### config.mk
export PLATFORM = sky130hd
export DESIGN_NAME = frame_queue_drop_policy_unit
export DESIGN_NICKNAME = d
export VERILOG_FILES = /design/src/rtl/core/fqdp_pkg.sv /design/src/rtl/core/frame_queue_drop_policy_unit.sv /design/src/rtl/core/fqdp_cfg.sv /design/src/rtl/core/fqdp_ctrl.sv /design/src/rtl/core/fqdp_dpath.sv
export SDC_FILE = /design/constraint.sdc
export NUM_CORES = 1
export LEC_CHECK = 0
export BUFFER_PORTS_ARGS = -buffer_cell sky130_fd_sc_hd__buf_2
export CORE_UTILIZATION = 50
export CTS_CLUSTER_DIAMETER = 100
export CTS_CLUSTER_SIZE = 30
export DETAILED_ROUTE_END_ITERATION = 7
export PLACE_DENSITY_LB_ADDON = 0.15
export SLEW_MARGIN = 20
export SYNTH_ARGS = -nofsm -noshare
export SYNTH_HDL_FRONTEND = slang
export SYNTH_SLANG_ARGS = --single-unit
### constraint.sdc
create_clock -name i_clk -period 2.9 [get_ports i_clk]
set_input_delay 0.58 -clock i_clk [delete_from_list [all_inputs] [get_ports i_clk]]
set_output_delay 0.58 -clock i_clk [all_outputs]
set_load 0.01 [all_outputs]
### src/rtl/core/fqdp_pkg.sv
// ----------------------------------------------------------------------------
// fqdp_pkg
// Shared types and constants of the frame queue with drop policy.
// ----------------------------------------------------------------------------
package fqdp_pkg;

    localparam int FUNC_W   = 2;
    localparam int HWM_W    = 5;
    localparam int COUNT_W  = 5;
    localparam int HANDLE_W = 32;
    localparam int APB_AW   = 3;
    localparam int APB_DW   = 32;

    localparam logic [FUNC_W-1:0] FUNC_ENQ   = 2'd0;
    localparam logic [FUNC_W-1:0] FUNC_DEQ   = 2'd1;
    localparam logic [FUNC_W-1:0] FUNC_CLEAR = 2'd2;
    localparam logic [FUNC_W-1:0] FUNC_NOP   = 2'd3;

    localparam logic REG_HWM = 1'b0;

    localparam logic [HWM_W-1:0] HWM_RESET = 5'd3;

    typedef struct packed {
        logic load;
        logic clr_step;
    } t_cmd;

    typedef struct packed {
        logic is_clear;
        logic count_gt_one;
    } t_stat;

endpackage

### src/rtl/core/frame_queue_drop_policy_unit.sv
// ----------------------------------------------------------------------------
// frame_queue_drop_policy_unit
// Ring-buffer queue of frame handles with key-frame aware drop policy.
// ----------------------------------------------------------------------------
// Enqueue, dequeue and the unused function code each give one result; a new
// request is taken alongside the transfer of the previous result out of the
// output register, or once that result has left it. A clear of n held entries
// gives n results (one result when empty), since the ring buffer pops one
// entry per cycle, while the output is not stalled, through its single read
// port; requests stall until the sweep is done. The high-water mark is written
// through the APB port at byte address 0 and should only change while idle.
// ----------------------------------------------------------------------------
module frame_queue_drop_policy_unit
    import fqdp_pkg::*;
#(
    parameter int CAPACITY    = 5,
    parameter int HANDLE_BITS = 32
) (
    input  logic                i_clk,
    input  logic                i_rst_n,
    input  logic                psel,
    input  logic                penable,
    input  logic                pwrite,
    input  logic [APB_AW-1:0]   paddr,
    input  logic [APB_DW-1:0]   pwdata,
    output logic [APB_DW-1:0]   prdata,
    output logic                pready,
    input  logic                i_req_valid,
    output logic                o_req_stall,
    input  logic [FUNC_W-1:0]   i_func,
    input  logic [HANDLE_W-1:0] i_frame_handle,
    input  logic                i_is_key_frame,
    output logic                o_rsp_valid,
    input  logic                i_rsp_stall,
    output logic                o_out_valid,
    output logic [HANDLE_W-1:0] o_out_handle,
    output logic                o_dropped,
    output logic [HANDLE_W-1:0] o_dropped_handle,
    output logic [COUNT_W-1:0]  o_queue_count,
    output logic                o_last
);

    logic [HWM_W-1:0] w_hwm;
    t_cmd             w_cmd;
    t_stat            w_stat;

    fqdp_cfg u_cfg (
        .i_clk   (i_clk),
        .i_rst_n (i_rst_n),
        .psel    (psel),
        .penable (penable),
        .pwrite  (pwrite),
        .paddr   (paddr),
        .pwdata  (pwdata),
        .prdata  (prdata),
        .pready  (pready),
        .o_hwm   (w_hwm)
    );

    fqdp_ctrl u_ctrl (
        .i_clk       (i_clk),
        .i_rst_n     (i_rst_n),
        .i_req_valid (i_req_valid),
        .o_req_stall (o_req_stall),
        .o_rsp_valid (o_rsp_valid),
        .i_rsp_stall (i_rsp_stall),
        .i_stat      (w_stat),
        .o_cmd       (w_cmd)
    );

    fqdp_dpath #(
        .CAPACITY    (CAPACITY),
        .HANDLE_BITS (HANDLE_BITS)
    ) u_dpath (
        .i_clk            (i_clk),
        .i_rst_n          (i_rst_n),
        .i_cmd            (w_cmd),
        .o_stat           (w_stat),
        .i_hwm            (w_hwm),
        .i_func           (i_func),
        .i_frame_handle   (i_frame_handle),
        .i_is_key_frame   (i_is_key_frame),
        .o_out_valid      (o_out_valid),
        .o_out_handle     (o_out_handle),
        .o_dropped        (o_dropped),
        .o_dropped_handle (o_dropped_handle),
        .o_queue_count    (o_queue_count),
        .o_last           (o_last)
    );

endmodule

### src/rtl/core/fqdp_cfg.sv
// ----------------------------------------------------------------------------
// fqdp_cfg
// APB register bank holding the high-water mark.
// ----------------------------------------------------------------------------
module fqdp_cfg
    import fqdp_pkg::*;
(
    input  logic              i_clk,
    input  logic              i_rst_n,
    input  logic              psel,
    input  logic              penable,
    input  logic              pwrite,
    input  logic [APB_AW-1:0] paddr,
    input  logic [APB_DW-1:0] pwdata,
    output logic [APB_DW-1:0] prdata,
    output logic              pready,
    output logic [HWM_W-1:0]  o_hwm
);

    logic [HWM_W-1:0] r_hwm;
    logic             w_sel_hwm;

    assign w_sel_hwm = (paddr[2] == REG_HWM);
    assign pready    = 1'b1;
    assign o_hwm     = r_hwm;

    always_comb begin
        prdata = '0;
        if (w_sel_hwm) begin
            prdata = APB_DW'(r_hwm);
        end
    end

    always_ff @(posedge i_clk) begin
        if (!i_rst_n) begin
            r_hwm <= HWM_RESET;
        end else if (psel && penable && pwrite && pready && w_sel_hwm) begin
            r_hwm <= pwdata[HWM_W-1:0];
        end
    end

endmodule

### src/rtl/core/fqdp_ctrl.sv
// ----------------------------------------------------------------------------
// fqdp_ctrl
// Sequencer for request transfers, clear sweeps and the result register.
// ----------------------------------------------------------------------------
module fqdp_ctrl
    import fqdp_pkg::*;
(
    input  logic  i_clk,
    input  logic  i_rst_n,
    input  logic  i_req_valid,
    output logic  o_req_stall,
    output logic  o_rsp_valid,
    input  logic  i_rsp_stall,
    input  t_stat i_stat,
    output t_cmd  o_cmd
);

    typedef enum logic {
        ST_IDLE,
        ST_CLEAR
    } t_state;

    t_state r_state;
    logic   r_rsp_valid;
    logic   w_out_free;
    logic   w_accept;
    logic   w_clr_step;

    assign w_out_free = !r_rsp_valid || !i_rsp_stall;
    assign w_accept   = (r_state == ST_IDLE) && w_out_free && i_req_valid;
    assign w_clr_step = (r_state == ST_CLEAR) && w_out_free;

    assign o_req_stall    = !((r_state == ST_IDLE) && w_out_free);
    assign o_rsp_valid    = r_rsp_valid;
    assign o_cmd.load     = w_accept;
    assign o_cmd.clr_step = w_clr_step;

    always_ff @(posedge i_clk) begin
        if (!i_rst_n) begin
            r_state     <= ST_IDLE;
            r_rsp_valid <= 1'b0;
        end else begin
            if (w_accept || w_clr_step) begin
                r_rsp_valid <= 1'b1;
            end else if (!i_rsp_stall) begin
                r_rsp_valid <= 1'b0;
            end
            unique case (r_state)
                ST_IDLE: begin
                    if (w_accept && i_stat.is_clear && i_stat.count_gt_one) begin
                        r_state <= ST_CLEAR;
                    end
                end
                ST_CLEAR: begin
                    if (w_clr_step && !i_stat.count_gt_one) begin
                        r_state <= ST_IDLE;
                    end
                end
                default: begin
                    r_state <= ST_IDLE;
                end
            endcase
        end
    end

endmodule

### src/rtl/core/fqdp_dpath.sv
// ----------------------------------------------------------------------------
// fqdp_dpath
// Ring buffer, drop policy and result payload register.
// ----------------------------------------------------------------------------
module fqdp_dpath
    import fqdp_pkg::*;
#(
    parameter int CAPACITY    = 5,
    parameter int HANDLE_BITS = 32
) (
    input  logic                i_clk,
    input  logic                i_rst_n,
    input  t_cmd                i_cmd,
    output t_stat               o_stat,
    input  logic [HWM_W-1:0]    i_hwm,
    input  logic [FUNC_W-1:0]   i_func,
    input  logic [HANDLE_W-1:0] i_frame_handle,
    input  logic                i_is_key_frame,
    output logic                o_out_valid,
    output logic [HANDLE_W-1:0] o_out_handle,
    output logic                o_dropped,
    output logic [HANDLE_W-1:0] o_dropped_handle,
    output logic [COUNT_W-1:0]  o_queue_count,
    output logic                o_last
);

    localparam int STORE_W = (HANDLE_BITS < HANDLE_W) ? HANDLE_BITS : HANDLE_W;
    localparam int IDX_W   = $clog2(CAPACITY);
    localparam int CNT_W   = $clog2(CAPACITY + 1);

    logic [STORE_W-1:0] r_mem [CAPACITY];
    logic [IDX_W-1:0]   r_head;
    logic [IDX_W-1:0]   r_tail;
    logic [CNT_W-1:0]   r_count;
    logic               r_dropped_prev;

    logic                r_out_valid;
    logic [HANDLE_W-1:0] r_out_handle;
    logic                r_dropped;
    logic [HANDLE_W-1:0] r_dropped_handle;
    logic [COUNT_W-1:0]  r_queue_count;
    logic                r_last;

    logic [IDX_W-1:0]    n_head;
    logic [IDX_W-1:0]    n_tail;
    logic [CNT_W-1:0]    n_count;
    logic                n_dropped_prev;
    logic                n_out_valid;
    logic [HANDLE_W-1:0] n_out_handle;
    logic                n_dropped;
    logic [HANDLE_W-1:0] n_dropped_handle;
    logic                n_last;

    logic                w_do_push;
    logic                w_do_pop;
    logic                w_rewind;
    logic                w_full;
    logic                w_empty;
    logic [STORE_W-1:0]  w_in_handle;
    logic [HANDLE_W-1:0] w_new_ext;
    logic [HANDLE_W-1:0] w_head_ext;

    function automatic logic [IDX_W-1:0] f_inc(input logic [IDX_W-1:0] a);
        return (a == IDX_W'(CAPACITY - 1)) ? '0 : a + 1'b1;
    endfunction

    assign w_full      = (r_count == CNT_W'(CAPACITY));
    assign w_empty     = (r_count == '0);
    assign w_in_handle = i_frame_handle[STORE_W-1:0];
    assign w_new_ext   = HANDLE_W'(w_in_handle);
    assign w_head_ext  = HANDLE_W'(r_mem[r_head]);

    assign o_stat.is_clear     = (i_func == FUNC_CLEAR);
    assign o_stat.count_gt_one = (r_count > CNT_W'(1));

    always_comb begin
        w_do_push        = 1'b0;
        w_do_pop         = 1'b0;
        w_rewind         = 1'b0;
        n_dropped_prev   = r_dropped_prev;
        n_out_valid      = 1'b0;
        n_out_handle     = '0;
        n_dropped        = 1'b0;
        n_dropped_handle = '0;
        n_last           = 1'b1;
        priority if (i_cmd.clr_step || (i_cmd.load && i_func == FUNC_CLEAR)) begin
            if (!w_empty) begin
                w_do_pop         = 1'b1;
                n_dropped        = 1'b1;
                n_dropped_handle = w_head_ext;
            end
            n_last   = (r_count <= CNT_W'(1));
            w_rewind = (r_count <= CNT_W'(1));
        end else if (i_cmd.load) begin
            unique case (i_func)
                FUNC_ENQ: begin
                    if (i_is_key_frame || HWM_W'(r_count) < i_hwm) begin
                        w_do_pop       = w_full;
                        w_do_push      = 1'b1;
                        n_dropped_prev = 1'b0;
                    end else if (!r_dropped_prev) begin
                        n_dropped        = 1'b1;
                        n_dropped_handle = w_new_ext;
                        n_dropped_prev   = 1'b1;
                    end else begin
                        w_do_pop       = !w_empty;
                        w_do_push      = 1'b1;
                        n_dropped_prev = 1'b0;
                    end
                    if (w_do_pop) begin
                        n_dropped        = 1'b1;
                        n_dropped_handle = w_head_ext;
                    end
                end
                FUNC_DEQ: begin
                    if (!w_empty) begin
                        w_do_pop     = 1'b1;
                        n_out_valid  = 1'b1;
                        n_out_handle = w_head_ext;
                    end
                end
                FUNC_CLEAR, FUNC_NOP: begin
                end
                default: begin
                end
            endcase
        end else begin
        end
        n_head  = w_do_pop ? f_inc(r_head) : r_head;
        n_tail  = w_do_push ? f_inc(r_tail) : r_tail;
        n_count = r_count + CNT_W'(w_do_push) - CNT_W'(w_do_pop);
        if (w_rewind) begin
            n_head = '0;
            n_tail = '0;
        end
    end

    always_ff @(posedge i_clk) begin
        if (!i_rst_n) begin
            r_head         <= '0;
            r_tail         <= '0;
            r_count        <= '0;
            r_dropped_prev <= 1'b0;
        end else begin
            r_head         <= n_head;
            r_tail         <= n_tail;
            r_count        <= n_count;
            r_dropped_prev <= n_dropped_prev;
        end
    end

    always_ff @(posedge i_clk) begin
        if (w_do_push) begin
            r_mem[r_tail] <= w_in_handle;
        end
    end

    always_ff @(posedge i_clk) begin
        if (i_cmd.load || i_cmd.clr_step) begin
            r_out_valid      <= n_out_valid;
            r_out_handle     <= n_out_handle;
            r_dropped        <= n_dropped;
            r_dropped_handle <= n_dropped_handle;
            r_queue_count    <= COUNT_W'(n_count);
            r_last           <= n_last;
        end
    end

    assign o_out_valid      = r_out_valid;
    assign o_out_handle     = r_out_handle;
    assign o_dropped        = r_dropped;
    assign o_dropped_handle = r_dropped_handle;
    assign o_queue_count    = r_queue_count;
    assign o_last           = r_last;

endmodule

==> results of run 1 <==
==> path summary, 6_finish.rpt <==
path                   endpoint  slack (ns)  cells past startpoint
min              u_cfg.o_hwm[0]        0.29                      3
max          u_dpath.r_count[1]        0.15                     10
max reg2reg  u_dpath.r_count[1]        0.15                     10
min reg2reg            register        0.50                      2
==> sequential cells by signal, summed over array words and instances (netlist names), named ones only <==
register and flops:
u_cfg.o_hwm 5, u_ctrl.o_rsp_valid 1, u_ctrl.r_state 1, u_dpath.o_dropped 1, u_dpath.o_dropped_handle 32, u_dpath.o_last 1, u_dpath.o_out_handle 32, u_dpath.o_out_valid 1
u_dpath.o_queue_count 3, u_dpath.r_count 3, u_dpath.r_dropped_prev 1, u_dpath.r_head 3, u_dpath.r_mem 160, u_dpath.r_tail 3
==> through the flow <==
| step | utilization (%) | power, uW | setup WS, ns |
|---|---|---|---|
| detailed placement | 57.9 | 5180 | -0.214 |
| CTS | 59.8 | 7050 | 0.142 |
| global route | 59.8 | 7280 | 0.0307 |
| finish | 59.8 | 6980 | 0.148 |
| global placement | 57.9 | 5150 | -0.144 |
| floorplan | - | 4860 | -0.140 |
==> power groups by stage <==
stage	sequential [uW]	combinational, uW	clock (uW)
global route	4200	1010	2070
floorplan	4310	555	0
detailed placement	4270	919	0
global placement	4260	892	0
finish	4180	908	1890
CTS	4180	920	1950
==> layer usage <==
layer / share of wire (%) / wire length [um] / vias up
met5: 0.071 / 13 / -
met4: 0.82 / 149 / 2
met3: 5.0 / 909 / 12
met2: 52 / 9400 / 115
met1: 42 / 7740 / 2594
li1: - / - / 2404
==> cell families after synthesis <==
family          count (synthesis)  share of synthesized area, %
xor+xnor                        1                        0.0890
flops                         250                          74.2
compound gates                 63                          3.90
fa+ha+maj                      11                          1.47
buf+inv                        66                          3.98
other cells                     2                        0.0763
simple gates                  115                          5.27
mux                            68                          11.0
==> area by class of cell <==
type                            count  area share (%)
Timing Repair Buffer              155            8.94
Clock inverter                      2           0.220
Clock buffer                       15            2.93
Tap cell                          260            2.86
Multi-Input combinational cell    288            20.2
Inverter                           14           0.462
Sequential cell                   250            64.3
==> worst register-to-register path, delay by kind of cell, from the launching register on <==
family	cells	cell delay, ns
buffers and inverters	1	0.04
AOI/OAI and AO/OA	3	0.65
and+or+nand+nor	3	0.80
adders and majority gates	3	0.81
DFF	1	0.37
==> synthesized netlist by cell type (4+ instances only) <==
master / instances / area (um2)
clkbuf_1: 10 / 37.5
o21ai_1: 36 / 180
inv_1: 14 / 52.6
dfxtp_1: 20 / 400
nand2_1: 45 / 169
mux2i_1: 36 / 360
mux4_2: 32 / 721
edfxtp_1: 230 / 6910
buf_4: 30 / 225
nor2b_1: 8 / 50.1
and3_1: 4 / 25.0
a21oi_1: 11 / 55.1
nor2_1: 40 / 150
buf_2: 7 / 35.0
nand3_1: 5 / 25.0
o21ai_0: 4 / 20.0
ha_1: 10 / 125
==> results.txt, run 1 <==
Status: complete, no violations
Reg clk slew, reported paths: 0.11 ns
Worst reg2reg startpoint: u_ctrl.r_state
Number of global-route vias before repair: 5164
Top delay family on crit path: adder cells
P&R area growth vs syn: 15.4%
#FFs+latches synth: 250
Total CTS buffers: 12
CTS Sinks: 250
I/O pin cnt: 184
Hold WC Path Type: in -> reg
FFs w/ async S/R, synth: 0%
Rows: 50
Crit path launch: u_ctrl.r_state
Post-synthesis cell area: 0.00984 mm2
Part of the power in registers: 59.9%
Post-cts resize count: 0
Clock Latency Late Sink: 0.49 ns
Peak supply drop: 0.520 mV
First-pass GRT wire length: 28400 um
Hpwl dp: 11400 um
WL/cell: 18.5 um
Area post-placement: 0.0110 mm2
Internal power: 5340 uW
Critical path arrival: 3.15 ns
Bufs and invs on worst path: 1
Fin. Hold Viols: 0
Dpl cells: 967
Most common cell after layout, fill and taps aside: edfxtp_1
Max Buffers Root-to-Sink: 3
Minimum clock period: 2.75 ns
TNS Setup: 0 ns
DRT iter0 DRCs: 313
Met3 Track Usage GR: 3.26%
# nets final: 809
Die ar.: 0.0203 mm2
Psw: 1650 uW
Via density: 5.21
Critical Path Max Stage Delay: 0.57 ns
Gate count of the mapped netlist: 576
Core area: 0.0190 mm2
CTS root buffer: clkbuf_16
Post-synth top flop: edfxtp_1
Buffers on Ports: 124
Chip Width: 142 um
Remaining antenna violation count: 0
Worst EP required: 3.30 ns
Slew @ Worst Pin: 0.671 ns
GRT busiest layer: met2
Most frequent cells in the layout: edfxtp_1 (230), buf_2 (124), nand2_1 (44), nor2_1 (40)
Largest net degree at the start of global routing: 39
Post-route cell area: 0.0114 mm2
Syn_area_per_cell: 17.1 um2
Worst-path maximum fanout: 5
Total gr overflow: 0
N_diodes: 0
Crit Path Category: reg -> reg
Initial Util: 51.8%
GRT Util Overall: 18.7%
Met1 GRT Util: 24.2%
Critical-path top delay cell: or4b_1
Post-CTS Hold Fix Bufs: 0
Ys Warns: 0
Clock Power Share: 27.1%
PwrDens: 615 mW/mm2
Drc violations: 0
Die Ht: 142 um
Layout cells sized above 1: 30.8%
Rel. slew slack: 55.3%
DR vias: 5127
Worst path cell trace: a21o_1 -> or4b_1 -> a211o_1 -> o311a_4 -> nand2_4 -> ha_4 -> inv_2 -> ha_2 -> fa_2 -> and2_1
Met2 Track Usage GR: 33.1%
Post CTS Setup Buffer Count: 0
Crit. End Element: register
Final hold slack: 0.295 ns
Fmax achieved: 363 MHz
Max-cap viol count: 0
Reg area: 0.00731 mm2
Setup-failing EPs final: 0
CTS H-tree depth: 1
Placer Congestion: 0.753
Post-synthesis sequential area ratio: 74.2%
Min-delay src: pwdata[0]
CP startpoint kind: register
Fin crit share: 94.9%
Detailed Route WL: 18200 um
P_leak: 0.00399 uW
Finished Layout Cells: 984
Detailed Routing Iterations Pass 1: 4
Net Sw Frac: 23.6%
RSZ-0062 raised after global routing: false
Clk_skew: 0.0216 ns
Post-synth EDFFs: 230
CTS tree: built
Max Slew Vio Count: 0
Yosys cell types: 42
Combinational Power Share: 13.0%
Initial antenna violation count: 1
Layout filler cell count: 1459
Multi-input logic area: 0.00230 mm2
(Power assumes the default switching activity.)
==> inputs of run 2 (changes only) <==
- BUFFER_PORTS_ARGS: -buffer_cell sky130_fd_sc_hd__buf_2 -> -buffer_cell sky130_fd_sc_hd__buf_4
- MAX_ROUTING_LAYER: default -> met4
- SKIP_LAST_GASP: default -> 1
==> run 2 against run 1 <==
Worst hold slack better by 0.017 ns. Via count is 0.92% higher. Routed wire length grew 1.3%. Flip-flop and latch count unchanged. Highest routed layer is now met4. Clock power about the same. Total power rose by 1.2%. Die area unchanged. First-iteration DRC count is 5.1% lower. Setup slack improved by 0.035 ns. Critical path depth rose by 2. Critical path type unchanged. Non-clock buffer count is the same.
==> results.txt, run 2 (same netlist as run 1, synthesis figures left out) <==
Worst-path maximum fanout: 3
Largest net degree at the start of global routing: 39
Critical path arrival: 3.10 ns
Most frequent cells in the layout: edfxtp_1 (230), buf_4 (142), nand2_1 (44), nor2_1 (40)
# nets final: 809
Status: complete, no violations
Remaining antenna violation count: 0
N_diodes: 0
Critical Path Max Stage Delay: 0.45 ns
Final hold slack: 0.312 ns
WL/cell: 18.7 um
Top cell by count, worst path: nand2_1
Util after Layout: 61.4%
Pre-CTS setup slack: -0.148 ns
CP startpoint kind: register
DR vias: 5174
RSZ-0062 raised after global routing: false
Max Slew Vio Count: 0
GRT Util Overall: 19.5%
Worst Hold Endpoint: u_dpath.r_mem[4][19]
P_leak: 0.00408 uW
Dpl cells: 967
Final WS setup: 0.183 ns
Biggest register: u_dpath.r_mem
Slew @ Worst Pin: 0.579 ns
Detailed Route WL: 18400 um
TNS Setup: 0 ns
Min-delay src: i_frame_handle[19]
Setup-failing EPs final: 0
Fin crit share: 93.7%
Layout cells sized above 1: 30.8%
Hold path depth: 1
Initial antenna violation count: 0
Rel. slew slack: 61.4%
Clock Latency Late Sink: 0.48 ns
Max-cap viol count: 0
CTS Sinks: 250
Placer Congestion: 0.754
Crit. End Element: register
Core area: 0.0190 mm2
Chip Width: 142 um
PwrDens: 605 mW/mm2
CTS tree: built
RR Endpoint: u_dpath.r_count[1]
Drc violations: 0
Max Buffers Root-to-Sink: 3
Die Ht: 142 um
CTS root buffer: clkbuf_16
Clk_skew: 0.0161 ns
Rows: 50
Post-cts resize count: 0
CTS H-tree depth: 1
Peak supply drop: 0.456 mV
Via density: 5.26
Initial Util: 51.8%
Hpwl dp: 11700 um
Worst reg2reg startpoint: u_cfg.o_hwm[2]
Worst path cell trace: inv_1 -> ha_1 -> nand2_1 -> o21ai_1 -> nand2_1 -> o311a_4 -> nand2_4 -> ha_4 -> inv_2 -> ha_2 -> fa_2 -> and2_1
P&R area growth vs syn: 18.6%
Fin. Hold Viols: 0
Worst EP required: 3.28 ns
Total CTS buffers: 12
R2r worst-path depth: 12
Hold WC Path Type: in -> reg
Crit Path Category: reg -> reg
R2R setup slack: 0.18 ns
Fmax achieved: 368 MHz
Number of global-route vias before repair: 5344
Post CTS Setup Buffer Count: 0
Critical-path top delay cell: fa_2
Post-CTS Hold Fix Bufs: 0
Buffers on Ports: 124
Minimum clock period: 2.72 ns
DRT iter0 DRCs: 297
Detailed Routing Iterations Pass 1: 4
Max reg flops: 160
Reg clk slew, reported paths: 0.11 ns
Die ar.: 0.0203 mm2
First-pass GRT wire length: 29000 um
Total gr overflow: 0
Finished Layout Cells: 984
Most common cell after layout, fill and taps aside: edfxtp_1
I/O pin cnt: 184
## run 2: final cells by class
type | count | area, um2
Fill cell | 1412 | 7340
Sequential cell | 250 | 7310
Clock buffer | 15 | 333
Multi-Input combinational cell | 288 | 2300
Inverter | 14 | 52.6
Timing Repair Buffer | 155 | 1330
Clock inverter | 2 | 25.0
Tap cell | 260 | 325
## run 2: worst max path at each step
stage | startpoint | endpoint | slack, ns | cells after the start
floorplan | i_rsp_stall | u_dpath.r_count[1] | -0.14 | 11
global placement | i_rsp_stall | u_dpath.r_count[1] | -0.13 | 10
detailed placement | i_rsp_stall | u_dpath.r_count[1] | -0.15 | 11
CTS | u_cfg.o_hwm[2] | u_dpath.r_count[1] | 0.17 | 12
global route | u_cfg.o_hwm[2] | u_dpath.r_count[1] | 0.05 | 12
finish | u_cfg.o_hwm[2] | u_dpath.r_count[1] | 0.18 | 12
## run 2: worst max-delay path: cells and delay by family, from the launching register on
kind                       cells  cell delay, ns
and+or+nand+nor                4            0.42
buffers and inverters          2            0.10
adders and majority gates      4            1.10
AOI/OAI and AO/OA              2            0.64
DFF                            1            0.35
## run 2: metal layers
layer	vias to the layer above	share of wire (%)	GRT usage (%)
met5	-	0	-
met4	0	1.6	4.53
met3	23	4.5	3.30
met2	120	51	33.2
met1	2625	42	24.4
li1	2406	-	-
## run 2: report_power, final
group / switching (uW) / internal [uW] / total [uW]
logic: 542 / 454 / 996
clock network: 1060 / 837 / 1890
registers: 58.2 / 4120 / 4180
total: 1660 / 5410 / 7060
## run 2: stage by stage
| stage | total power, uW | cell area (um2) |
|---|---|---|
| floorplan | 4860 | 9990 |
| global placement | 5230 | 11300 |
| CTS | 7150 | 11700 |
| finish | 7060 | 11700 |
| detailed placement | 5270 | 11300 |
| global route | 7350 | 11700 |
==> inputs of run 3 (changes only) <==
- MAX_ROUTING_LAYER: met4 -> default
==> run 3 against run 2 <==
First-iteration DRC count down 0.67%. Clock power about the same. Non-clock buffer count unchanged. Via count down 0.17%. Cell count unchanged. Worst hold slack better by 0.00069 ns. Clock skew about the same. Sequential power about the same. Routed wire length up 0.22%. Setup slack worse by 0.0036 ns. Total power about the same. Critical path type unchanged. Largest power group unchanged.
==> results.txt, run 3 (same netlist as run 1, synthesis figures left out) <==
Fin crit share: 93.8%
Remaining antenna violation count: 0
Worst reg2reg startpoint: u_cfg.o_hwm[2]
N_diodes: 0
Total CTS buffers: 12
Max reg flops: 160
P&R area growth vs syn: 18.6%
Layout cells sized above 1: 30.8%
Pre-CTS setup slack: -0.148 ns
Chip Width: 142 um
Slew @ Worst Pin: 0.580 ns
CTS Sinks: 250
Worst Hold Endpoint: u_dpath.r_mem[4][19]
Crit Path Category: reg -> reg
# nets final: 809
PwrDens: 605 mW/mm2
Fmax achieved: 368 MHz
Biggest register: u_dpath.r_mem
Crit. End Element: register
Initial antenna violation count: 0
Worst EP required: 3.28 ns
Die ar.: 0.0203 mm2
RR Endpoint: u_dpath.r_count[1]
First-pass GRT wire length: 28900 um
CTS root buffer: clkbuf_16
Max Buffers Root-to-Sink: 3
Core area: 0.0190 mm2
Setup-failing EPs final: 0
Drc violations: 0
Min-delay src: i_frame_handle[19]
GRT Util Overall: 18.9%
Hold path depth: 1
Post CTS Setup Buffer Count: 0
Area post-placement: 0.0113 mm2
Status: complete, no violations
R2R setup slack: 0.18 ns
Rel. slew slack: 61.3%
Hpwl dp: 11700 um
Die Ht: 142 um
Most common cell after layout, fill and taps aside: edfxtp_1
I/O pin cnt: 184
Via density: 5.25
Post-CTS Hold Fix Bufs: 0
Largest net degree at the start of global routing: 39
Critical path arrival: 3.10 ns
Layout filler cell count: 1412
Clk_skew: 0.0158 ns
DR vias: 5165
DRT iter0 DRCs: 295
Hold WC Path Type: in -> reg
Initial Util: 51.8%
Most frequent cells in the layout: edfxtp_1 (230), buf_4 (142), nand2_1 (44), nor2_1 (40)
Reg clk slew, reported paths: 0.11 ns
RSZ-0062 raised after global routing: false
Number of global-route vias before repair: 5350
Detailed Routing Iterations Pass 1: 4
Post-cts resize count: 0
Minimum clock period: 2.72 ns
P_leak: 0.00408 uW
Detailed Route WL: 18500 um
CTS tree: built
Buffers on Ports: 124
WL/cell: 18.8 um
CP startpoint kind: register
Post-route cell area: 0.0117 mm2
Rows: 50
Worst-path maximum fanout: 3
R2r worst-path depth: 12
Max Slew Vio Count: 0
Clock Latency Late Sink: 0.48 ns
Final hold slack: 0.312 ns
Total gr overflow: 0
Max-cap viol count: 0
Final WS setup: 0.179 ns
Fin. Hold Viols: 0
Placer Congestion: 0.745
Peak supply drop: 0.454 mV
Final Power: 7070 uW
CTS H-tree depth: 1
[run 3: cell counts in the layout (fill, tap and decap cells not counted)]
Identical to the previous run, type by type.
[run 3: area by class of cell]
class                   count  area (um2)  area share [%]
clock buffers              15         333            2.85
inverters                  14        52.6           0.450
well taps                 260         325            2.79
multi-input cells         288        2300            19.7
clock inverters             2        25.0           0.214
flip-flops and latches    250        7310            62.6
repair buffers            155        1330            11.4
[run 3: per-stage QoR]
step,instances,setup TNS [ns],utilization [%]
2_1_floorplan,604,-0.469,-
3_3_place_gp,967,-0.413,59.5
3_5_place_dp,967,-1.00,59.5
4_1_cts,984,0,61.4
5_1_grt,984,0,61.4
6_report,984,0,61.4
[run 3: critical path, cell delays in order, from the launching register on]
cell and delay, ns:
dfxtp_1 0.35, inv_1 0.06, ha_1 0.29, nand2_1 0.05, o21ai_1 0.26, nand2_1 0.14, o311a_4 0.39, nand2_4 0.07
ha_4 0.19, inv_2 0.04, ha_2 0.17, fa_2 0.44, and2_1 0.16
[run 3: how the worst max path moves through the flow]
stage	start	endpoint	slack (ns)	cells past startpoint
2_1_floorplan	i_rsp_stall	u_dpath.r_count[1]	-0.14	11
3_3_place_gp	i_rsp_stall	u_dpath.r_count[1]	-0.13	10
3_5_place_dp	i_rsp_stall	u_dpath.r_count[1]	-0.15	11
4_1_cts	u_cfg.o_hwm[2]	u_dpath.r_count[1]	0.17	12
5_1_grt	u_cfg.o_hwm[2]	u_dpath.r_count[1]	0.05	12
6_report	u_cfg.o_hwm[2]	u_dpath.r_count[1]	0.18	12
[run 3: power by group]
| group | internal [uW] | total, uW | leakage [uW] | switching, uW |
|---|---|---|---|---|
| logic | 454 | 996 | 0.00159 | 542 |
| registers | 4120 | 4180 | 0.00231 | 58.5 |
| clock network | 837 | 1900 | 0.000174 | 1060 |
| total | 5410 | 7070 | 0.00408 | 1660 |
[run 3: per-layer routing]
metal / up-vias / track usage (%) / part of all wire [%]
li1: 2411 / - / -
met1: 2601 / 24.3 / 42
met2: 130 / 33.1 / 51
met3: 23 / 3.50 / 4.9
met4: 0 / 4.53 / 1.6
met5: - / 0 / 0
